`config.mk`:
```
export PLATFORM = sky130hd
export DESIGN_NAME = gdz_stick
export DESIGN_NICKNAME = d
export VERILOG_FILES = /design/src/hdl/gdz_pkg.sv /design/src/hdl/gdz_div.sv /design/src/hdl/gdz_isqrt.sv /design/src/hdl/gdz_stick.sv
export SDC_FILE = /design/constraint.sdc
export NUM_CORES = 2
export LEC_CHECK = 0
export CORE_MARGIN = 2
export CORE_UTILIZATION = 40
export DETAILED_ROUTE_END_ITERATION = 8
export DONT_BUFFER_PORTS = 1
export PLACE_DENSITY = 0.64
export SETUP_SLACK_MARGIN = 0.05
export SYNTH_ARGS = -nofsm -noshare
export SYNTH_HDL_FRONTEND = slang
export SYNTH_SLANG_ARGS = --single-unit
export TNS_END_PERCENT = 50
```
`constraint.sdc`:
```
create_clock -name clk_i -period 17.75 [get_ports clk_i]
set_input_delay 3.55 -clock clk_i [delete_from_list [all_inputs] [get_ports clk_i]]
set_output_delay 3.55 -clock clk_i [all_outputs]
set_load 0.05 [all_outputs]
```
`src/hdl/gdz_pkg.sv`:
```
`default_nettype none
package gdz_pkg;

  localparam int PAD_COUNT    = 4;
  localparam int BUTTON_COUNT = 14;

  localparam int PAD_W  = 2;
  localparam int BTN_W  = 14;
  localparam int TRIG_W = 8;
  localparam int AXIS_W = 16;
  localparam int MAG_W  = 15;
  localparam int DZ_W   = 15;

  localparam int NUM_W  = 56;
  localparam int DEN_W  = 40;
  localparam int Q_W    = 16;
  localparam int RAD_W  = 48;
  localparam int ROOT_W = 24;

  localparam logic [BTN_W-1:0] BTN_MASK = BTN_W'((64'd1 << BUTTON_COUNT) - 64'd1);

  localparam logic [MAG_W-1:0]  FULL_STICK   = 15'h7FFF;
  localparam logic [Q_W-1:0]    FULL_TRIGGER = 16'hFFFF;
  localparam logic [TRIG_W-1:0] TRIG_TOP     = 8'hFF;

  localparam logic [1:0] CFG_TRIG_DZ  = 2'd0;
  localparam logic [1:0] CFG_LEFT_DZ  = 2'd1;
  localparam logic [1:0] CFG_RIGHT_DZ = 2'd2;

  localparam logic [TRIG_W-1:0] TRIG_DZ_RST  = 8'd30;
  localparam logic [DZ_W-1:0]   LEFT_DZ_RST  = 15'd7849;
  localparam logic [DZ_W-1:0]   RIGHT_DZ_RST = 15'd8689;

endpackage
`default_nettype wire

```
`src/hdl/gdz_div.sv`:
```
`default_nettype none
module gdz_div (
  input  logic                       clk_i,
  input  logic                       rst_ni,
  input  logic                       start_i,
  input  logic [gdz_pkg::NUM_W-1:0]  num_i,
  input  logic [gdz_pkg::DEN_W-1:0]  den_i,
  output logic                       busy_o,
  output logic [gdz_pkg::Q_W-1:0]    quot_o
);
  import gdz_pkg::*;

  localparam int CNT_W = $clog2(Q_W);

  logic [NUM_W-1:0] rem_q, rem_d, dsh_q, dsh_d;
  logic [Q_W-1:0]   quot_q, quot_d;
  logic [CNT_W-1:0] cnt_q, cnt_d;
  logic             busy_q, busy_d;
  logic             ge;

  // restoring division, one quotient bit per cycle, MSB first
  always_comb begin
    rem_d  = rem_q;
    dsh_d  = dsh_q;
    quot_d = quot_q;
    cnt_d  = cnt_q;
    busy_d = busy_q;
    ge     = rem_q >= dsh_q;
    if (start_i) begin
      rem_d  = num_i;
      dsh_d  = NUM_W'(den_i) << (Q_W - 1);
      quot_d = '0;
      cnt_d  = CNT_W'(Q_W - 1);
      busy_d = 1'b1;
    end else if (busy_q) begin
      rem_d  = ge ? rem_q - dsh_q : rem_q;
      quot_d = {quot_q[Q_W-2:0], ge};
      dsh_d  = dsh_q >> 1;
      if (cnt_q == '0) begin
        busy_d = 1'b0;
      end else begin
        cnt_d = cnt_q - 1'b1;
      end
    end
  end

  always_ff @(posedge clk_i or negedge rst_ni) begin
    if (!rst_ni) begin
      busy_q <= 1'b0;
      cnt_q  <= '0;
    end else begin
      busy_q <= busy_d;
      cnt_q  <= cnt_d;
    end
  end

  always_ff @(posedge clk_i) begin
    rem_q  <= rem_d;
    dsh_q  <= dsh_d;
    quot_q <= quot_d;
  end

  assign busy_o = busy_q;
  assign quot_o = quot_q;
endmodule
`default_nettype wire

```
`src/hdl/gdz_isqrt.sv`:
```
`default_nettype none
module gdz_isqrt (
  input  logic                        clk_i,
  input  logic                        rst_ni,
  input  logic                        start_i,
  input  logic [gdz_pkg::RAD_W-1:0]   rad_i,
  output logic                        busy_o,
  output logic [gdz_pkg::ROOT_W-1:0]  root_o
);
  import gdz_pkg::*;

  localparam int CNT_W = $clog2(ROOT_W);
  localparam int REM_W = ROOT_W + 3;

  logic [RAD_W-1:0]  rad_q, rad_d;
  logic [REM_W-1:0]  rem_q, rem_d, rem_sh, trial;
  logic [ROOT_W-1:0] root_q, root_d;
  logic [CNT_W-1:0]  cnt_q, cnt_d;
  logic              busy_q, busy_d;
  logic              ge;

  // two radicand bits in, one root bit out per cycle
  always_comb begin
    rad_d  = rad_q;
    rem_d  = rem_q;
    root_d = root_q;
    cnt_d  = cnt_q;
    busy_d = busy_q;
    rem_sh = {rem_q[ROOT_W:0], rad_q[RAD_W-1 -: 2]};
    trial  = {1'b0, root_q, 2'b01};
    ge     = rem_sh >= trial;
    if (start_i) begin
      rad_d  = rad_i;
      rem_d  = '0;
      root_d = '0;
      cnt_d  = CNT_W'(ROOT_W - 1);
      busy_d = 1'b1;
    end else if (busy_q) begin
      rem_d  = ge ? rem_sh - trial : rem_sh;
      root_d = {root_q[ROOT_W-2:0], ge};
      rad_d  = rad_q << 2;
      if (cnt_q == '0) begin
        busy_d = 1'b0;
      end else begin
        cnt_d = cnt_q - 1'b1;
      end
    end
  end

  always_ff @(posedge clk_i or negedge rst_ni) begin
    if (!rst_ni) begin
      busy_q <= 1'b0;
      cnt_q  <= '0;
    end else begin
      busy_q <= busy_d;
      cnt_q  <= cnt_d;
    end
  end

  always_ff @(posedge clk_i) begin
    rad_q  <= rad_d;
    rem_q  <= rem_d;
    root_q <= root_d;
  end

  assign busy_o = busy_q;
  assign root_o = root_q;
endmodule
`default_nettype wire

```
`src/hdl/gdz_stick.sv`:
```
`default_nettype none
module gdz_stick (
  input  logic                              clk_i,
  input  logic                              rst_ni,
  input  logic                              start_i,
  input  logic signed [gdz_pkg::AXIS_W-1:0] x_i,
  input  logic signed [gdz_pkg::AXIS_W-1:0] y_i,
  input  logic [gdz_pkg::DZ_W-1:0]          dz_i,
  output logic                              busy_o,
  output logic signed [gdz_pkg::AXIS_W-1:0] x_o,
  output logic signed [gdz_pkg::AXIS_W-1:0] y_o
);
  import gdz_pkg::*;

  localparam int MCNT_W = $clog2(MAG_W);

  typedef enum logic [2:0] {
    ST_IDLE, ST_SQ, ST_TEST, ST_ROOT, ST_PREP, ST_MUL, ST_LAUNCH, ST_DIV
  } state_e;

  state_e              state_q;
  logic [MAG_W-1:0]    magx_q, magy_q;
  logic                negx_q, negy_q;
  logic [DZ_W-1:0]     dz_q;
  logic [2*MAG_W-1:0]  sxx_q, syy_q, dzsq_q;
  logic [MCNT_W-1:0]   mcnt_q;
  logic [NUM_W-1:0]    mulsh_q, accx_q, accy_q;
  logic [DEN_W-1:0]    den_q;
  logic signed [AXIS_W-1:0] x_q, y_q;

  logic [2*MAG_W:0]    ssum;
  logic                zero;
  logic                sqrt_start, sqrt_busy, div_start, divx_busy, divy_busy;
  logic [ROOT_W-1:0]   root;
  logic [ROOT_W-1:0]   d8, dz8;
  logic [DZ_W-1:0]     span;
  logic                capped;
  logic [DEN_W-1:0]    den_d;
  logic [NUM_W-1:0]    mul_d;
  logic [Q_W-1:0]      qx, qy;
  logic [MAG_W-1:0]    cx, cy;

  assign ssum = {1'b0, sxx_q} + {1'b0, syy_q};
  assign zero = (ssum == '0) || (ssum < {1'b0, dzsq_q});

  assign dz8    = {1'b0, dz_q, 8'd0};
  assign d8     = root - dz8;
  assign span   = FULL_STICK - dz_q;
  assign capped = (span == '0) || (d8 >= {1'b0, span, 8'd0});
  assign den_d  = capped ? DEN_W'(root) : DEN_W'(span) * DEN_W'(root);
  assign mul_d  = capped ? NUM_W'({FULL_STICK, 8'd0})
                         : (NUM_W'(d8) << MAG_W) - NUM_W'(d8);

  assign sqrt_start = (state_q == ST_TEST) && !zero;
  assign div_start  = (state_q == ST_LAUNCH);

  gdz_isqrt u_isqrt (
    .clk_i   (clk_i),
    .rst_ni  (rst_ni),
    .start_i (sqrt_start),
    .rad_i   (RAD_W'({ssum, 16'd0})),
    .busy_o  (sqrt_busy),
    .root_o  (root)
  );

  gdz_div u_divx (
    .clk_i   (clk_i),
    .rst_ni  (rst_ni),
    .start_i (div_start),
    .num_i   (accx_q),
    .den_i   (den_q),
    .busy_o  (divx_busy),
    .quot_o  (qx)
  );

  gdz_div u_divy (
    .clk_i   (clk_i),
    .rst_ni  (rst_ni),
    .start_i (div_start),
    .num_i   (accy_q),
    .den_i   (den_q),
    .busy_o  (divy_busy),
    .quot_o  (qy)
  );

  assign cx = (qx > Q_W'(FULL_STICK)) ? FULL_STICK : qx[MAG_W-1:0];
  assign cy = (qy > Q_W'(FULL_STICK)) ? FULL_STICK : qy[MAG_W-1:0];

  always_ff @(posedge clk_i or negedge rst_ni) begin
    if (!rst_ni) begin
      state_q <= ST_IDLE;
      mcnt_q  <= '0;
    end else begin
      unique case (state_q)
        ST_IDLE: begin
          if (start_i) begin
            state_q <= ST_SQ;
          end
        end
        ST_SQ: begin
          state_q <= ST_TEST;
        end
        ST_TEST: begin
          state_q <= zero ? ST_IDLE : ST_ROOT;
        end
        ST_ROOT: begin
          if (!sqrt_busy) begin
            state_q <= ST_PREP;
          end
        end
        ST_PREP: begin
          mcnt_q  <= MCNT_W'(MAG_W - 1);
          state_q <= ST_MUL;
        end
        ST_MUL: begin
          if (mcnt_q == '0) begin
            state_q <= ST_LAUNCH;
          end else begin
            mcnt_q <= mcnt_q - 1'b1;
          end
        end
        ST_LAUNCH: begin
          state_q <= ST_DIV;
        end
        ST_DIV: begin
          if (!divx_busy && !divy_busy) begin
            state_q <= ST_IDLE;
          end
        end
        default: state_q <= ST_IDLE;
      endcase
    end
  end

  always_ff @(posedge clk_i) begin
    unique case (state_q)
      ST_IDLE: begin
        if (start_i) begin
          negx_q <= x_i[AXIS_W-1];
          negy_q <= y_i[AXIS_W-1];
          magx_q <= x_i[AXIS_W-1] ? MAG_W'(-x_i) : x_i[MAG_W-1:0];
          magy_q <= y_i[AXIS_W-1] ? MAG_W'(-y_i) : y_i[MAG_W-1:0];
          dz_q   <= dz_i;
        end
      end
      ST_SQ: begin
        sxx_q  <= magx_q * magx_q;
        syy_q  <= magy_q * magy_q;
        dzsq_q <= dz_q * dz_q;
      end
      ST_TEST: begin
        if (zero) begin
          x_q <= '0;
          y_q <= '0;
        end
      end
      ST_PREP: begin
        den_q   <= den_d;
        mulsh_q <= mul_d;
        accx_q  <= NUM_W'(den_d >> 1);
        accy_q  <= NUM_W'(den_d >> 1);
      end
      ST_MUL: begin
        // LSB-first shift-add, both lanes share the shifted multiplicand
        accx_q  <= accx_q + (magx_q[0] ? mulsh_q : '0);
        accy_q  <= accy_q + (magy_q[0] ? mulsh_q : '0);
        magx_q  <= magx_q >> 1;
        magy_q  <= magy_q >> 1;
        mulsh_q <= mulsh_q << 1;
      end
      ST_DIV: begin
        if (!divx_busy && !divy_busy) begin
          x_q <= negx_q ? -$signed({1'b0, cx}) : $signed({1'b0, cx});
          y_q <= negy_q ? -$signed({1'b0, cy}) : $signed({1'b0, cy});
        end
      end
      default: ;
    endcase
  end

  assign busy_o = (state_q != ST_IDLE);
  assign x_o    = x_q;
  assign y_o    = y_q;
endmodule
`default_nettype wire

```
==> impl_metrics.yaml <==
clocking:
  insertion_delay_ns: 0.74
  cts_root_buf: "clkbuf_16"
  path_clk_slew_ns: 0.06
  cts_setup_buffers: 0
  cts_hold_buf: 0
  clk_path_buf_depth: 3
  htreeDepth: 3
  clock-sinks: 729
  cts_made_buffers: 87
  cts_tree: "done"
  post_cts_resize_count: 0
synth:
  ys_async_sr_fraction_pct: 3.155
  syn_avg_cell_area_um2: 9.318
  ys_ff_latch: 729
  yosys.cell_types.count: 77
  synth_edf_count: 594
  synth_nets: 9607
  syn_area_um2: 75750
  yosysMostFrequentCell: "inv_1"
  yosysTopAreaCell: "edfxtp_1"
  synthCells: 8129
  synth.area.top_cells: "edfxtp_1 24%, fa_1 19%, ha_1 12%, inv_1 5.5%, nor2_1 4.1%"
  synth-main-ff-cell: "edfxtp_1"
  yosysTopAreaCellShare_pct: 23.55
  synth-seq-area-share_pct: 27.27
  yosysWarnings: 0
  netlist_top_cells_count: "1108 x inv_1, 832 x nor2_1, 727 x ha_1"
global_route:
  grt_pass1_vias: 58160
  top_usage_layer: "met2"
  grt_pass1_wl_um: 328200
  antenna_found_initial: 17
  grt_usage_pct: 21.56
  grt_overflow: 0
  gr-usage-met1_pct: 28.46
  grt_max_degree: 213
  use_met2_pct: 35.26
  grt_use_met3_pct: 3.607
worst_setup_path:
  r2r-end: "accx_q[37]$_DFFE_PP_"
  arrival_ns: 8.96
  endpoint_kind: "flip-flop"
  rr_worst_depth: 26
  setup.worst_path.class: "reg2reg"
  r2r_slack_ns: 9.21
  cp-start-kind: "flip-flop"
  cp_max_fo: 24
  reg2reg_from: "dz_q[5]$_DFFE_PP_"
  cp.required_ns: 18.17
die:
  die_y_um: 439.2
  io_pins: 83
  die_x_um: 439.2
  start_util_pct: 40.29
  core_um2: 188000
  dieArea_um2: 192900
  rows: 159
timing:
  rsz0062_at_grt: "false"
  fin_crit_sh_pct: 48.13
  setup-tns-final_ns: 0
  fin_crit_ns: 8.542
  fmax_mhz: 117.1
  slew_headroom_pct: 19.90
  setup_viol: 0
  clock_skew_ns: 0.05773
  finalMaxSlewViolations: 0
  setup_ws_ns: 9.208
  hold_viol: 0
  worst_pin_slew_ns: 1.193
routing:
  routed_wl_um: 208500
  drtIter0Drc: 4232
  routed_via_density: 5.461
  drtAntennaViolNets: 0
  wl_per_cell_um: 19.79
  dr.pass1.iters: 6
  num_vias: 57540
  drc: 0
placed_design:
  hpwl_um: 161500
  dpl_cell_area_um2: 78190
  gp_congestion: 0.9873
  pre_cts_ws_ns: 9.309
  port_buffers: 0
hold_path:
  hold_path.class: "reg2reg"
  holdPathStages: 2
  holdCritStartpoint: "u_isqrt.rem_q[23]$_SDFFE_PP0P_"
  hold_end: "u_isqrt.rem_q[23]$_SDFFE_PP0P_"
outcome:
  outcome: "complete, no violations"
layout:
  drive_above_1_share_pct: 3.797
  num-fill-cells: 18140
  fin_nets: 9437
  fin_area_um2: 81310
  syn2layout_area_growth_pct: 7.337
run:
  drv_cap: 0
-- registers in the layout, summed over array words and instances (netlist names), 32 cells and up --
register,flops
den_q,39
u_divy.dsh_q,54
u_isqrt.rad_q,32
u_divx.dsh_q,54
mulsh_q,56
accx_q,56
u_divx.rem_q,56
accy_q,56
u_divy.rem_q,56
-- layout by cell type (no fill, tap or decap), types with 20 or more instances in the layout --
cell       count
o21bai_1      63
and3_1        51
a21oi_1      501
o211ai_1      20
nor2_1       829
and2_1       262
nor3_1        74
buf_4         54
mux2i_1      112
dfxtp_1      112
inv_1       1108
clkinv_1      23
ha_1         727
nand2_1      657
dfrtp_1       20
a21o_1       229
o21a_1        56
nor2b_1       56
a211o_1       20
edfxtp_1     594
nand3_1      102
nand4_1       52
or4_1         20
mux2_4        26
o31ai_1       45
a22o_1        77
or2_2         24
a31oi_1       53
fa_1         701
nand2b_1      62
xnor2_1      274
or3_1         45
o21ai_0      341
a211oi_1      59
clkbuf_16     91
xor2_1       182
-- final cells by class --
cell class | count | area (um2) | share of cell area [%]
multi-input combinational | 5958 | 49720 | 61.15
sequential | 729 | 20660 | 25.41
antenna | 8 | 20.02 | 0.02462
timing repair buffer | 57 | 465.4 | 0.5725
clock inverter | 53 | 703.2 | 0.8649
tap | 2495 | 3122 | 3.840
inverter | 1126 | 4227 | 5.198
clock buffer | 110 | 2389 | 2.938
-- per-layer routing --
metal	vias up	part of all wire [%]
met1	28160	43
met3	436	6.7
met2	1911	46
met4	4	4.3
met5	-	0.013
li1	27030	-
-- worst max-delay path by stage --
stage	cells past startpoint	start	end
6_report	26	dz_q[5]$_DFFE_PP_	accx_q[37]$_DFFE_PP_
5_1_grt	26	dz_q[5]$_DFFE_PP_	accx_q[37]$_DFFE_PP_
4_1_cts	26	dz_q[5]$_DFFE_PP_	accx_q[37]$_DFFE_PP_
3_5_place_dp	26	dz_q[5]$_DFFE_PP_	accy_q[37]$_DFFE_PP_
3_3_place_gp	26	dz_q[5]$_DFFE_PP_	accx_q[37]$_DFFE_PP_
2_1_floorplan	7	state_q[2]$_DFFE_PN0P_	magx_q[0]$_DFFE_PP_
-- stage by stage --
stage	utilization, %	hold slack [ns]	std cells
after floorplan	-	0.4568	8129
after global placement	41.59	0.4850	10370
after detailed placement	41.59	0.4878	10370
after CTS	43.24	0.4957	10530
after global routing	43.25	0.5121	10540
final	43.25	0.4909	10540
-- worst max-delay path, stage by stage, from the launching register on --
cell       delay [ns]
edfxtp_1         0.33
buf_4            0.31
clkinv_1         0.69
ha_1             0.60
fa_1             0.57
inv_1            0.06
fa_1             0.53
inv_1            0.05
fa_1             0.53
fa_1             0.45
fa_1             0.55
inv_1            0.06
fa_1             0.53
inv_1            0.04
ha_1             0.25
a2111oi_0        0.34
o21ai_0          0.20
a221o_1          0.36
a31o_2           0.24
o211ai_1         0.17
a31oi_1          0.21
a21oi_1          0.22
o21ai_0          0.10
a21o_1           0.22
o31a_1           0.26
xnor2_1          0.26
o22ai_1          0.12
-- logic make-up (layout without fill, tap and decap cells) --
| family | count (synthesis) | in the layout | synth area share (%) |
|---|---|---|---|
| and+or+nand+nor | 2302 | 2302 | 13.95 |
| DFF | 729 | 729 | 27.27 |
| adders and majority gates | 1428 | 1428 | 30.54 |
| other | 0 | 8 | 0 |
| muxes | 150 | 150 | 2.174 |
| buffers and inverters | 1442 | 1346 | 7.189 |
| AOI/OAI and AO/OA | 1622 | 1622 | 13.61 |
| xor gates and xnor gates | 456 | 456 | 5.273 |
Power is left out: the tool's default activity adds up to more than one toggle a clock period on the data nets, which glitch-free logic cannot reach.
