`src/hdl/gdz_pkg.sv`:
```
`default_nettype none
package gdz_pkg;

  localparam int PAD_COUNT    = 4;
  localparam int BUTTON_COUNT = 14;

  localparam int PAD_W  = 2;
  localparam int BTN_W  = 14;
  localparam int TRIG_W = 8;
  localparam int AXIS_W = 16;
  localparam int MAG_W  = 15;
  localparam int DZ_W   = 15;

  localparam int NUM_W  = 56;
  localparam int DEN_W  = 40;
  localparam int Q_W    = 16;
  localparam int RAD_W  = 48;
  localparam int ROOT_W = 24;

  localparam logic [BTN_W-1:0] BTN_MASK = BTN_W'((64'd1 << BUTTON_COUNT) - 64'd1);

  localparam logic [MAG_W-1:0]  FULL_STICK   = 15'h7FFF;
  localparam logic [Q_W-1:0]    FULL_TRIGGER = 16'hFFFF;
  localparam logic [TRIG_W-1:0] TRIG_TOP     = 8'hFF;

  localparam logic [1:0] CFG_TRIG_DZ  = 2'd0;
  localparam logic [1:0] CFG_LEFT_DZ  = 2'd1;
  localparam logic [1:0] CFG_RIGHT_DZ = 2'd2;

  localparam logic [TRIG_W-1:0] TRIG_DZ_RST  = 8'd30;
  localparam logic [DZ_W-1:0]   LEFT_DZ_RST  = 15'd7849;
  localparam logic [DZ_W-1:0]   RIGHT_DZ_RST = 15'd8689;

endpackage
`default_nettype wire

```
`src/hdl/gdz_div.sv`:
```
`default_nettype none
module gdz_div (
  input  logic                       clk_i,
  input  logic                       rst_ni,
  input  logic                       start_i,
  input  logic [gdz_pkg::NUM_W-1:0]  num_i,
  input  logic [gdz_pkg::DEN_W-1:0]  den_i,
  output logic                       busy_o,
  output logic [gdz_pkg::Q_W-1:0]    quot_o
);
  import gdz_pkg::*;

  localparam int CNT_W = $clog2(Q_W);

  logic [NUM_W-1:0] rem_q, rem_d, dsh_q, dsh_d;
  logic [Q_W-1:0]   quot_q, quot_d;
  logic [CNT_W-1:0] cnt_q, cnt_d;
  logic             busy_q, busy_d;
  logic             ge;

  // restoring division, one quotient bit per cycle, MSB first
  always_comb begin
    rem_d  = rem_q;
    dsh_d  = dsh_q;
    quot_d = quot_q;
    cnt_d  = cnt_q;
    busy_d = busy_q;
    ge     = rem_q >= dsh_q;
    if (start_i) begin
      rem_d  = num_i;
      dsh_d  = NUM_W'(den_i) << (Q_W - 1);
      quot_d = '0;
      cnt_d  = CNT_W'(Q_W - 1);
      busy_d = 1'b1;
    end else if (busy_q) begin
      rem_d  = ge ? rem_q - dsh_q : rem_q;
      quot_d = {quot_q[Q_W-2:0], ge};
      dsh_d  = dsh_q >> 1;
      if (cnt_q == '0) begin
        busy_d = 1'b0;
      end else begin
        cnt_d = cnt_q - 1'b1;
      end
    end
  end

  always_ff @(posedge clk_i or negedge rst_ni) begin
    if (!rst_ni) begin
      busy_q <= 1'b0;
      cnt_q  <= '0;
    end else begin
      busy_q <= busy_d;
      cnt_q  <= cnt_d;
    end
  end

  always_ff @(posedge clk_i) begin
    rem_q  <= rem_d;
    dsh_q  <= dsh_d;
    quot_q <= quot_d;
  end

  assign busy_o = busy_q;
  assign quot_o = quot_q;
endmodule
`default_nettype wire

```
`config.mk`:
```
export PLATFORM = sky130hd
export DESIGN_NAME = gdz_div
export DESIGN_NICKNAME = d
export VERILOG_FILES = /design/src/hdl/gdz_pkg.sv /design/src/hdl/gdz_div.sv
export SDC_FILE = /design/constraint.sdc
export NUM_CORES = 1
export LEC_CHECK = 0
export ABC_AREA = 1
export BUFFER_PORTS_ARGS = -buffer_cell sky130_fd_sc_hd__clkbuf_2
export CORE_ASPECT_RATIO = 1.4
export CORE_UTILIZATION = 61
export DETAILED_ROUTE_END_ITERATION = 8
export PLACE_DENSITY = 0.85
export REMOVE_ABC_BUFFERS = 1
export SYNTH_ARGS = -nofsm -noshare
export SYNTH_HDL_FRONTEND = slang
export SYNTH_SLANG_ARGS = --single-unit
```
`constraint.sdc`:
```
create_clock -name clk_i -period 4.1 [get_ports clk_i]
set_input_delay 0.41 -clock clk_i [delete_from_list [all_inputs] [get_ports clk_i]]
set_output_delay 0.41 -clock clk_i [all_outputs]
set_load 0.01 [all_outputs]
```
==> qor.log, run 1 <==
[grt] aggregate global routing overflow 0
[power] clock share of power 17.1%
[cells_and_area] diode insertion count for antenna repair 0
[detailed_routing] initial drt markers 660
[timing] Finish-stage setup viols 0
[worst_setup_path] Crit Path Category flop to flop
[clock_tree] count of buffers added by post-CTS timing repair for setup 0
[grt] vias in the first global route 10,030
[power] overall power consumption 9.02 mW
[floorplanning] total core area 17,300 um^2
[timing] unrepaired setup endpoints after global routing no
[clock_tree] number of buffers added by the clock tree synthesis step 17
[power] worst vdd ir 464 uV
[floorplanning] die footprint 18,100 um^2
[detailed_routing] routed length per instance 15.3 um
[timing] max frequency 0.329 GHz
[placed_design] cell area after placement 11,600 um^2
[yosys] cell type with the highest aggregate area in the netlist sky130_fd_sc_hd__edfxtp_1
[placed_design] count of buffers from port buffering 115
[cells_and_area] area added between synthesis and finish 13.3%
[timing] period utilization 74.0%
[worst_setup_path] Max FO, Critical Path 29
[power] Leakage 6.57 nW
[detailed_routing] count of TritonRoute iterations in the first routing pass 6
[floorplanning] I/O pin count 116
[detailed_routing] via density per instance 5.13
[grt] first-pass GRT wire length 48,200 um
[timing] Worst Skew 12.3 ps
[power] switching power of the nets 4.54 mW
[timing] shortest period the worst path allows 3040 ps
[yosys] top-area cell type share of the netlist area 26.9%
[floorplanning] std cell rows 57
[yosys] most used standard cell by instance count after synthesis sky130_fd_sc_hd__nand2_1
[power] share of total power consumed by net switching 50.3%
[yosys] Synth top cells by count sky130_fd_sc_hd__nand2_1, sky130_fd_sc_hd__inv_1, sky130_fd_sc_hd__edfxtp_1, sky130_fd_sc_hd__nand3_1, sky130_fd_sc_hd__o21ai_0
[placed_design] final weighted congestion in routability-driven placement 1.03
[worst_setup_path] startpoint types flop
[yosys] number of synthesized flops with an enable pin 96
[placed_design] placed wire-length estimate 24,700 um
[run] Maximum Capacitance Violations 0
[power] Seq pwr share 22.4%
[grt] antenna violations before repair 0
[detailed_routing] number of antenna-violating nets in the routed design 0
[floorplanning] die extent in x 114 um
[yosys] yosys warns 0
[clock_tree] maximum level of the CTS H-tree 4
[cells_and_area] layout net count 1,925
[timing] final-report max-slew violation count 0
[floorplanning] y dimension of the die 159 um
[yosys] synth top area cells sky130_fd_sc_hd__edfxtp_1, sky130_fd_sc_hd__nand2_1, sky130_fd_sc_hd__inv_1, sky130_fd_sc_hd__ha_1, sky130_fd_sc_hd__dfxtp_1
[clock_tree] maximum buffer depth of the clock tree 2
[clock_tree] source-to-sink clock delay at the later pin of the worst-skew pair 440 ps
[cells_and_area] cell area after layout 12,200 um^2
[timing] slew at the pin closest to its max-slew limit 1020 ps
[clock_tree] clock transition at the registers of the reported paths 70 ps
[timing] Final Hold Slack 238 ps
[detailed_routing] DRC 0
[floorplanning] initial core utilization 62.2%
[yosys] Cells after Synth 1,654
[worst_setup_path] worst endpoint required time 4280 ps
[power] pwr/cell area 742 nW/um^2
[yosys] number of distinct library cell variants in the gate-level netlist after synthesis 35
[status] run status finished clean
[yosys] flip-flop and latch count after synthesis 132
[worst_setup_path] worst-case register-to-register setup slack 1060 ps
[yosys] ys flop type sky130_fd_sc_hd__edfxtp_1
[timing] endpoints failing hold 0
[yosys] FFs w/ async S/R, synth 3.79%
[yosys] post-synthesis average cell area 6.49 um^2
[clock_tree] CTS Sinks 132
[timing] setup total negative slack 0 ps
[worst_setup_path] Crit. End Element flop
[grt] largest net degree at the start of global routing 64
[clock_tree] number of gates given a new drive strength after cts 0
[detailed_routing] final wirelength 30,900 um
[clock_tree] hold-fix buffers at CTS 1
[clock_tree] clock tree from TritonCTS yes
[cells_and_area] share of layout cells above drive strength 1 15.6%
[detailed_routing] Vias 10,345
[timing] Max-slew headroom 31.7%
[grt] GRT Total Usage 34.9%
[cells_and_area] final core utilization 70.4%
[power] combinational fraction of design power 60.5%
[yosys] area of the mapped netlist 10,700 um^2
[power] cell-internal power 4.48 mW
[hold_path] Tightest Hold Check Type input pin to flop
[clock_tree] library cell used as clock root buffer sky130_fd_sc_hd__clkbuf_16
[worst_setup_path] data arrival at the endpoint of the critical path 3210 ps
[yosys] sequential fraction of the synthesis area 33.8%
## per-stage QoR
step	setup slack, ps	cells
after floorplan	841	1627
after global placement	1140	1985
after detailed placement	1070	1985
after CTS	1050	2018
after global routing	787	2018
final	1060	2018
## area by class of cell
| type | instances | area, um^2 |
|---|---|---|
| fill | 1563 | 5100 |
| sequential | 132 | 3630 |
| multi-input combinational | 1119 | 5580 |
| clock buffer | 17 | 425 |
| timing repair buffer | 123 | 653 |
| tap | 236 | 295 |
| inverter | 376 | 1410 |
| clock inverter | 15 | 156 |
## critical path: stages, from the launching register on
cell and delay, ps:
sky130_fd_sc_hd__edfxtp_1 360, sky130_fd_sc_hd__inv_1 60, sky130_fd_sc_hd__ha_1 130, sky130_fd_sc_hd__inv_1 60, sky130_fd_sc_hd__fa_1 440, sky130_fd_sc_hd__nand2_1 110, sky130_fd_sc_hd__nand3_1 90, sky130_fd_sc_hd__nand3_1 90
sky130_fd_sc_hd__nand2_2 90, sky130_fd_sc_hd__nand3_1 100, sky130_fd_sc_hd__nand3_2 110, sky130_fd_sc_hd__nand3_1 90, sky130_fd_sc_hd__nand3_1 100, sky130_fd_sc_hd__nand2_1 80, sky130_fd_sc_hd__nand2_2 440, sky130_fd_sc_hd__buf_12 390
## metal layers
| metal | vias to the layer above | global-route usage (%) | share of wire, % |
|---|---|---|---|
| met4 | 0 | 18.1 | 4.9 |
| met3 | 79 | 5.02 | 4.3 |
| li1 | 5300 | - | - |
| met2 | 282 | 63.8 | 52 |
| met5 | - | 0 | 0 |
| met1 | 4684 | 38.4 | 39 |
## sequential cells by signal (all words and copies together) (netlist names)
name	count
dsh_q	55
rem_q	56
busy_o	1
cnt_q	4
quot_o	16
## power by group through the flow
stage / logic [mW] / clock network [mW] / registers, mW
6_report: 5.46 / 1.55 / 2.02
3_3_place_gp: 5.26 / 0 / 2.03
2_1_floorplan: 3.93 / 0 / 2.02
5_1_grt: 6.07 / 1.60 / 2.04
3_5_place_dp: 5.34 / 0 / 2.05
4_1_cts: 5.39 / 1.55 / 2.02
## cell families (layout without fill, tap and decap cells)
kind of cell	after synthesis	in the layout	share of synthesized area [%]
AOI/OAI and AO/OA	148	148	7.31
xor gates and xnor gates	16	16	1.31
adders and majority gates	57	57	6.72
buffers and inverters	403	531	14.2
DFF	132	132	33.8
and+or+nand+nor	898	898	36.7
## worst paths after layout
path	depth (start not counted)	startpoint	to
setup / recovery	15	rem_q[0]$_DFFE_PP_	rem_q[42]$_DFFE_PP_
min in group asynchronous	2	rst_ni	cnt_q[3]$_DFFE_PN0P_
hold / removal	3	den_i[39]	dsh_q[54]$_DFFE_PP_
max in group asynchronous	2	rst_ni	cnt_q[2]$_DFFE_PN0P_
setup reg to reg	15	rem_q[0]$_DFFE_PP_	rem_q[42]$_DFFE_PP_
hold reg to reg	2	dsh_q[0]$_SDFFE_PP0P_	dsh_q[0]$_SDFFE_PP0P_
## placed cells by master, fill, tap and decap left out, types with 2 or more instances in the layout
cell type | synthesis | routed
sky130_fd_sc_hd__o22ai_1 | 27 | 27
sky130_fd_sc_hd__nand2_2 | 25 | 26
sky130_fd_sc_hd__nor3_1 | 3 | 3
sky130_fd_sc_hd__xnor2_1 | 10 | 10
sky130_fd_sc_hd__inv_8 | 0 | 4
sky130_fd_sc_hd__a21oi_1 | 47 | 47
sky130_fd_sc_hd__edfxtp_1 | 96 | 96
sky130_fd_sc_hd__nand3_2 | 11 | 11
sky130_fd_sc_hd__ha_1 | 56 | 56
sky130_fd_sc_hd__nor2_2 | 31 | 31
sky130_fd_sc_hd__o21ai_1 | 10 | 10
sky130_fd_sc_hd__o211ai_1 | 2 | 2
sky130_fd_sc_hd__nand3_1 | 88 | 88
sky130_fd_sc_hd__nand4_1 | 11 | 11
sky130_fd_sc_hd__dfrtp_1 | 5 | 5
sky130_fd_sc_hd__inv_6 | 0 | 6
sky130_fd_sc_hd__nor2_4 | 16 | 16
sky130_fd_sc_hd__nor2_1 | 55 | 55
sky130_fd_sc_hd__clkbuf_16 | 0 | 17
sky130_fd_sc_hd__or2_2 | 9 | 9
sky130_fd_sc_hd__inv_4 | 0 | 2
sky130_fd_sc_hd__or2_1 | 2 | 2
sky130_fd_sc_hd__inv_1 | 354 | 352
sky130_fd_sc_hd__inv_2 | 20 | 22
sky130_fd_sc_hd__nand2_1 | 636 | 635
sky130_fd_sc_hd__clkbuf_2 | 0 | 114
sky130_fd_sc_hd__xor2_1 | 6 | 6
sky130_fd_sc_hd__o21ai_0 | 60 | 60
sky130_fd_sc_hd__dfxtp_1 | 31 | 31
sky130_fd_sc_hd__nor3_2 | 8 | 8
sky130_fd_sc_hd__buf_4 | 0 | 7
sky130_fd_sc_hd__clkinv_1 | 2 | 2
Power figures use the tool's default switching activity.
==> run 2, diff against run 1 <==
- CORE_UTILIZATION: 61 -> 55
- PLACE_DENSITY: 0.85 -> 0.81
- clock period: 4.1 -> 2.57 ns (I/O delays scaled with it)
==> run 2 against run 1 <==
Compared with the run above:
- clock skew rose by 2.2 ps
- flip-flop and latch count did not move
- final cell count rose by 1.2%
- critical path type unchanged
- highest routed layer unchanged
==> qor.log, run 2 (synthesized netlist as in run 1, its figures left out) <==
[hold_path] Tightest Hold Check Type input pin to flop
[worst_setup_path] CP dominant cell by count sky130_fd_sc_hd__a21oi_1
[worst_setup_path] startpoint types flop
[floorplanning] total core area 19,100 um^2
[cells_and_area] Filler Cell Count 1,797
[grt] vias in the first global route 10,236
[cells_and_area] most common cell after layout, fill and taps aside sky130_fd_sc_hd__nand2_1
[cells_and_area] flip-flop count of the largest register after layout 56
[floorplanning] I/O pin count 116
[worst_setup_path] length in cells of the worst reg-to-reg path 10
[detailed_routing] final wirelength 32,400 um
[detailed_routing] Vias 10,518
[grt] first-pass GRT wire length 50,200 um
[hold_path] Hold Path End dsh_q[54]$_DFFE_PP_
[cells_and_area] Most flops, register rem_q
[worst_setup_path] critical-path cell with the highest stage delay sky130_fd_sc_hd__ha_1
[worst_setup_path] Crit Path Category flop to flop
[worst_setup_path] longest individual stage delay on the worst path 410 ps
[floorplanning] y dimension of the die 167 um
[cells_and_area] share of layout cells above drive strength 1 17.8%
[grt] aggregate global routing overflow 0
[hold_path] hold path start den_i[39]
[floorplanning] std cell rows 60
[detailed_routing] routed length per instance 15.8 um
[clock_tree] maximum level of the CTS H-tree 4
[clock_tree] clock tree from TritonCTS yes
[status] run status finished clean
[timing] Worst Skew 14.5 ps
[timing] endpoints failing hold 0
[power] worst vdd ir 589 uV
[floorplanning] initial core utilization 56.1%
[power] Leakage 6.69 nW
[cells_and_area] layout net count 1,938
[placed_design] count of buffers from port buffering 115
[clock_tree] source-to-sink clock delay at the later pin of the worst-skew pair 440 ps
[cells_and_area] cell area after layout 12,600 um^2
[timing] period utilization 96.8%
[detailed_routing] initial drt markers 765
[cells_and_area] diode insertion count for antenna repair 0
[detailed_routing] count of TritonRoute iterations in the first routing pass 5
[clock_tree] CTS Sinks 132
[worst_setup_path] worst reg2reg endpoint rem_q[49]$_DFFE_PP_
[worst_setup_path] cell-by-cell listing of the critical path ha_1 > a21oi_1 > o21ai_0 > a21oi_1 > nand2_1 > a21oi_2 > nand3_2 > nand2_2 > nand2_8 > clkbuf_16
[grt] GRT Total Usage 32.5%
[placed_design] Cells after DPL 2,002
[clock_tree] number of buffers added by the clock tree synthesis step 17
[clock_tree] maximum buffer depth of the clock tree 2
[timing] final-report max-slew violation count 0
[detailed_routing] DRC 0
[cells_and_area] most frequent cells in the layout sky130_fd_sc_hd__nand2_1, sky130_fd_sc_hd__inv_1, sky130_fd_sc_hd__clkbuf_2
[timing] shortest period the worst path allows 2490 ps
[timing] Final Hold Slack 94.6 ps
[clock_tree] library cell used as clock root buffer sky130_fd_sc_hd__clkbuf_16
[timing] Max-slew headroom 48.8%
[placed_design] placed wire-length estimate 25,400 um
[cells_and_area] area added between synthesis and finish 17.0%
[cells_and_area] final core utilization 65.6%
[cells_and_area] count of placed standard cells in the final layout, fillers left out 2,043
[run] Maximum Capacitance Violations 0
[placed_design] cell area after placement 11,600 um^2
[worst_setup_path] source of the worst register-to-register timing path rem_q[49]$_DFFE_PP_
[timing] Finish-stage setup viols 0
[floorplanning] die footprint 20,100 um^2
[power] pwr/cell area 1190 nW/um^2
[worst_setup_path] Crit. End Element flop
[worst_setup_path] Max FO, Critical Path 8
[timing] max frequency 0.402 GHz
[timing] slew at the pin closest to its max-slew limit 768 ps
[power] overall power consumption 15.0 mW
[detailed_routing] number of antenna-violating nets in the routed design 0
[placed_design] final weighted congestion in routability-driven placement 0.993
[grt] largest net degree at the start of global routing 80
[clock_tree] clock transition at the registers of the reported paths 60 ps
[detailed_routing] via density per instance 5.15
[hold_path] hold path cells 3
[worst_setup_path] data arrival at the endpoint of the critical path 2680 ps
[worst_setup_path] worst endpoint required time 2760 ps
[grt] antenna violations before repair 0
[floorplanning] die extent in x 120 um
[worst_setup_path] worst-case register-to-register setup slack 80 ps
-- run 2: timing repair --
item | 4_1_cts | 5_1_grt
hold endpoints to repair | 5 | 0
hold buffers | 1 | 0
setup endpoints to repair | 33 | 58
resized for setup | 1 | 34
cloned | 0 | 6
setup buffers | 0 | 2
pin swaps | 0 | 3
-- run 2: worst max-delay path by stage --
| stage | startpoint | depth (start not counted) | to | slack (ps) |
|---|---|---|---|---|
| finish | rem_q[49]$_DFFE_PP_ | 10 | rem_q[49]$_DFFE_PP_ | 80 |
| global route | dsh_q[23]$_DFFE_PP_ | 13 | rem_q[52]$_DFFE_PP_ | -50 |
| CTS | rem_q[40]$_DFFE_PP_ | 12 | rem_q[42]$_DFFE_PP_ | 1 |
| detailed placement | rem_q[15]$_DFFE_PP_ | 10 | rem_q[34]$_DFFE_PP_ | -40 |
| global placement | rem_q[15]$_DFFE_PP_ | 10 | rem_q[34]$_DFFE_PP_ | -10 |
| floorplan | rem_q[0]$_DFFE_PP_ | 14 | rem_q[0]$_DFFE_PP_ | -690 |
-- run 2: final cells by class --
type	instances	area, um^2	share of cell area (%)
sequential	132	3630	28.9
inverter	376	1410	11.2
clock inverter	12	101	0.807
clock buffer	20	479	3.82
tap	248	310	2.47
timing repair buffer	136	853	6.80
multi-input combinational	1119	5770	46.0
-- run 2: worst max-delay path: cells and delay by family, from the launching register on --
kind,cells,cell delay [ps]
adder cells (fa/ha/maj),1,410
flip-flops,1,380
AO/OA/AOI/OAI,4,750
buffers and inverters,1,210
AND/OR/NAND/NOR,4,490
-- run 2: per-stage QoR --
stage / worst slack, ps / TNS, ps
6_report: 83.4 / 0
5_1_grt: -53.9 / -2040
4_1_cts: 1.28 / 0
3_5_place_dp: -41.0 / -1160
3_3_place_gp: -12.5 / -211
2_1_floorplan: -689 / -38620
-- run 2: metal layers --
layer	vias to the layer above	track usage (%)	share of wire [%]
met5	-	0	0
li1	5332	-	-
met1	4806	36.7	40
met4	0	15.5	4.7
met3	92	4.19	3.9
met2	288	59.6	51
-- run 2: where the power goes --
| part | switching [mW] | internal [mW] | total, mW | leakage (nW) |
|---|---|---|---|---|
| Combinational | 6.21 | 3.08 | 9.29 | 5.07 |
| Sequential | 0.222 | 3.03 | 3.25 | 1.33 |
| Clock | 1.07 | 1.38 | 2.45 | 0.292 |
| Total | 7.51 | 7.49 | 15.0 | 6.69 |
==> run 3, diff against run 2 <==
- CORE_ASPECT_RATIO: 1.4 -> not set
==> run 3 against run 2 <==
Compared with the run above:
- critical path type unchanged
- via count increased by 0.43%
- clock power about the same
- largest power group unchanged
- total power about the same
- largest cell class unchanged
==> qor.log, run 3 (synthesized netlist as in run 1, its figures left out) <==
[power] cell-internal power 7.50 mW
[cells_and_area] area added between synthesis and finish 17.0%
[worst_setup_path] Crit. End Element flop
[cells_and_area] layout net count 1,946
[placed_design] final weighted congestion in routability-driven placement 1.02
[placed_design] count of buffers from port buffering 115
[worst_setup_path] Crit Path Category flop to flop
[timing] slew at the pin closest to its max-slew limit 794 ps
[timing] max frequency 0.400 GHz
[floorplanning] I/O pin count 116
[timing] Max-slew headroom 47.0%
[run] Maximum Capacitance Violations 0
[hold_path] hold path start num_i[54]
[clock_tree] source-to-sink clock delay at the later pin of the worst-skew pair 430 ps
[floorplanning] die footprint 20,100 um^2
[timing] Finish-stage setup viols 0
[detailed_routing] routed length per instance 15.7 um
[grt] aggregate global routing overflow 0
[hold_path] Hold Path End rem_q[54]$_DFFE_PP_
[clock_tree] clock transition at the registers of the reported paths 60 ps
[detailed_routing] final wirelength 32,400 um
[clock_tree] maximum level of the CTS H-tree 4
[worst_setup_path] startpoint types flop
[cells_and_area] flip-flop count of the largest register after layout 56
[floorplanning] total core area 18,900 um^2
[hold_path] Tightest Hold Check Type input pin to flop
[timing] endpoints failing hold 0
[timing] shortest period the worst path allows 2500 ps
[floorplanning] initial core utilization 56.8%
[worst_setup_path] worst-case register-to-register setup slack 70 ps
[grt] antenna violations before repair 0
[grt] first-pass GRT wire length 50,000 um
[power] Seq pwr share 21.6%
[clock_tree] library cell used as clock root buffer sky130_fd_sc_hd__clkbuf_16
[cells_and_area] diode insertion count for antenna repair 0
[hold_path] hold path cells 3
[detailed_routing] count of TritonRoute iterations in the first routing pass 5
[cells_and_area] final core utilization 66.5%
[status] run status finished clean
[timing] final-report max-slew violation count 0
[timing] Worst Skew 10.4 ps
[floorplanning] std cell rows 50
[power] worst vdd ir 584 uV
[clock_tree] CTS Sinks 132
[power] Leakage 6.71 nW
[placed_design] placed wire-length estimate 24,900 um
[cells_and_area] share of layout cells above drive strength 1 18.0%
[worst_setup_path] worst endpoint required time 2760 ps
[power] switching power of the nets 7.49 mW
[clock_tree] maximum buffer depth of the clock tree 2
[worst_setup_path] data arrival at the endpoint of the critical path 2690 ps
[worst_setup_path] length in cells of the worst reg-to-reg path 15
[detailed_routing] number of antenna-violating nets in the routed design 0
[detailed_routing] via density per instance 5.12
[floorplanning] y dimension of the die 142 um
[detailed_routing] initial drt markers 764
[timing] Final Hold Slack 92.7 ps
[clock_tree] clock tree from TritonCTS yes
[detailed_routing] Vias 10,563
[worst_setup_path] source of the worst register-to-register timing path rem_q[0]$_DFFE_PP_
[worst_setup_path] worst reg2reg endpoint rem_q[29]$_DFFE_PP_
[timing] period utilization 97.3%
[cells_and_area] most common cell after layout, fill and taps aside sky130_fd_sc_hd__nand2_1
[grt] GRT Total Usage 32.5%
[worst_setup_path] Max FO, Critical Path 7
[floorplanning] die extent in x 142 um
[power] share of total power consumed by net switching 50.0%
[power] combinational fraction of design power 61.9%
[clock_tree] number of buffers added by the clock tree synthesis step 17
[grt] largest net degree at the start of global routing 76
[power] pwr/cell area 1190 nW/um^2
[detailed_routing] DRC 0
[grt] vias in the first global route 9,970
[cells_and_area] most frequent cells in the layout sky130_fd_sc_hd__nand2_1, sky130_fd_sc_hd__inv_1, sky130_fd_sc_hd__clkbuf_2
[power] clock share of power 16.4%
[cells_and_area] Most flops, register rem_q
-- run 3: metal layers --
layer / wire length (um) / global-route usage [%] / vias up
li1: - / - / 5350
met1: 14900 / 44.6 / 4793
met2: 14700 / 53.1 / 363
met3: 1900 / 4.25 / 57
met4: 820 / 10.6 / 0
met5: 0 / 0 / -
-- run 3: stage by stage --
stage	cell area (um^2)	total power, mW	instances	setup WS (ps)	setup TNS [ps]
after global placement	11700	11.8	2024	92.7	0
after detailed placement	11700	12.0	2024	-22.2	-298
after floorplan	10600	9.50	1627	-689	-38620
after global routing	12600	16.1	2063	-56.6	-1110
final	12600	15.0	2063	69.4	0
after CTS	12300	14.5	2057	3.85	0
-- run 3: cell type report --
type                    instances  area [um^2]
fillers                      1718         6330
multi-input cells            1119         5710
flip-flops and latches        132         3630
inverters                     376         1410
repair buffers                144          905
clock buffers                  18          439
well taps                     260          325
clock inverters                14          139
-- run 3: repair_timing --
action / 4_1_cts / 5_1_grt
hold buffers: 1 / 0
resized for setup: 1 / 30
cloned: 0 / 4
buffers inserted: 0 / 2
pin swaps: 0 / 3
endpoints found under the hold margin: 5 / 0
endpoints found under the setup margin: 35 / 63
-- run 3: how the worst max path moves through the flow --
| stage | from | end | depth (start not counted) |
|---|---|---|---|
| floorplan | rem_q[0]$_DFFE_PP_ | rem_q[0]$_DFFE_PP_ | 14 |
| finish | rem_q[0]$_DFFE_PP_ | rem_q[29]$_DFFE_PP_ | 15 |
| detailed placement | rem_q[14]$_DFFE_PP_ | rem_q[55]$_DFFE_PP_ | 10 |
| global placement | rem_q[14]$_DFFE_PP_ | rem_q[45]$_DFFE_PP_ | 10 |
| CTS | rem_q[0]$_DFFE_PP_ | rem_q[50]$_DFFE_PP_ | 15 |
| global route | rem_q[2]$_DFFE_PP_ | rem_q[46]$_DFFE_PP_ | 12 |
-- run 3: critical path, cell delays in order (launching register included) --
cell and delay (ps):
sky130_fd_sc_hd__edfxtp_1 360, sky130_fd_sc_hd__inv_1 70, sky130_fd_sc_hd__ha_1 160, sky130_fd_sc_hd__inv_2 60
sky130_fd_sc_hd__fa_2 420, sky130_fd_sc_hd__nand2_2 90, sky130_fd_sc_hd__nand3_2 70, sky130_fd_sc_hd__nand3_2 70
sky130_fd_sc_hd__nand2_2 70, sky130_fd_sc_hd__nand3_1 90, sky130_fd_sc_hd__nand3_2 110, sky130_fd_sc_hd__nand3_2 80
sky130_fd_sc_hd__nand3_2 110, sky130_fd_sc_hd__nand2_4 120, sky130_fd_sc_hd__nand2_8 120, sky130_fd_sc_hd__clkbuf_16 230
-- run 3: power groups by stage --
stage	logic [mW]	registers [mW]	clock network (mW)
final	9.29	3.24	2.47
after global routing	10.3	3.29	2.56
after CTS	8.80	3.23	2.48
after detailed placement	8.69	3.27	0
after global placement	8.57	3.24	0
after floorplan	6.27	3.23	0
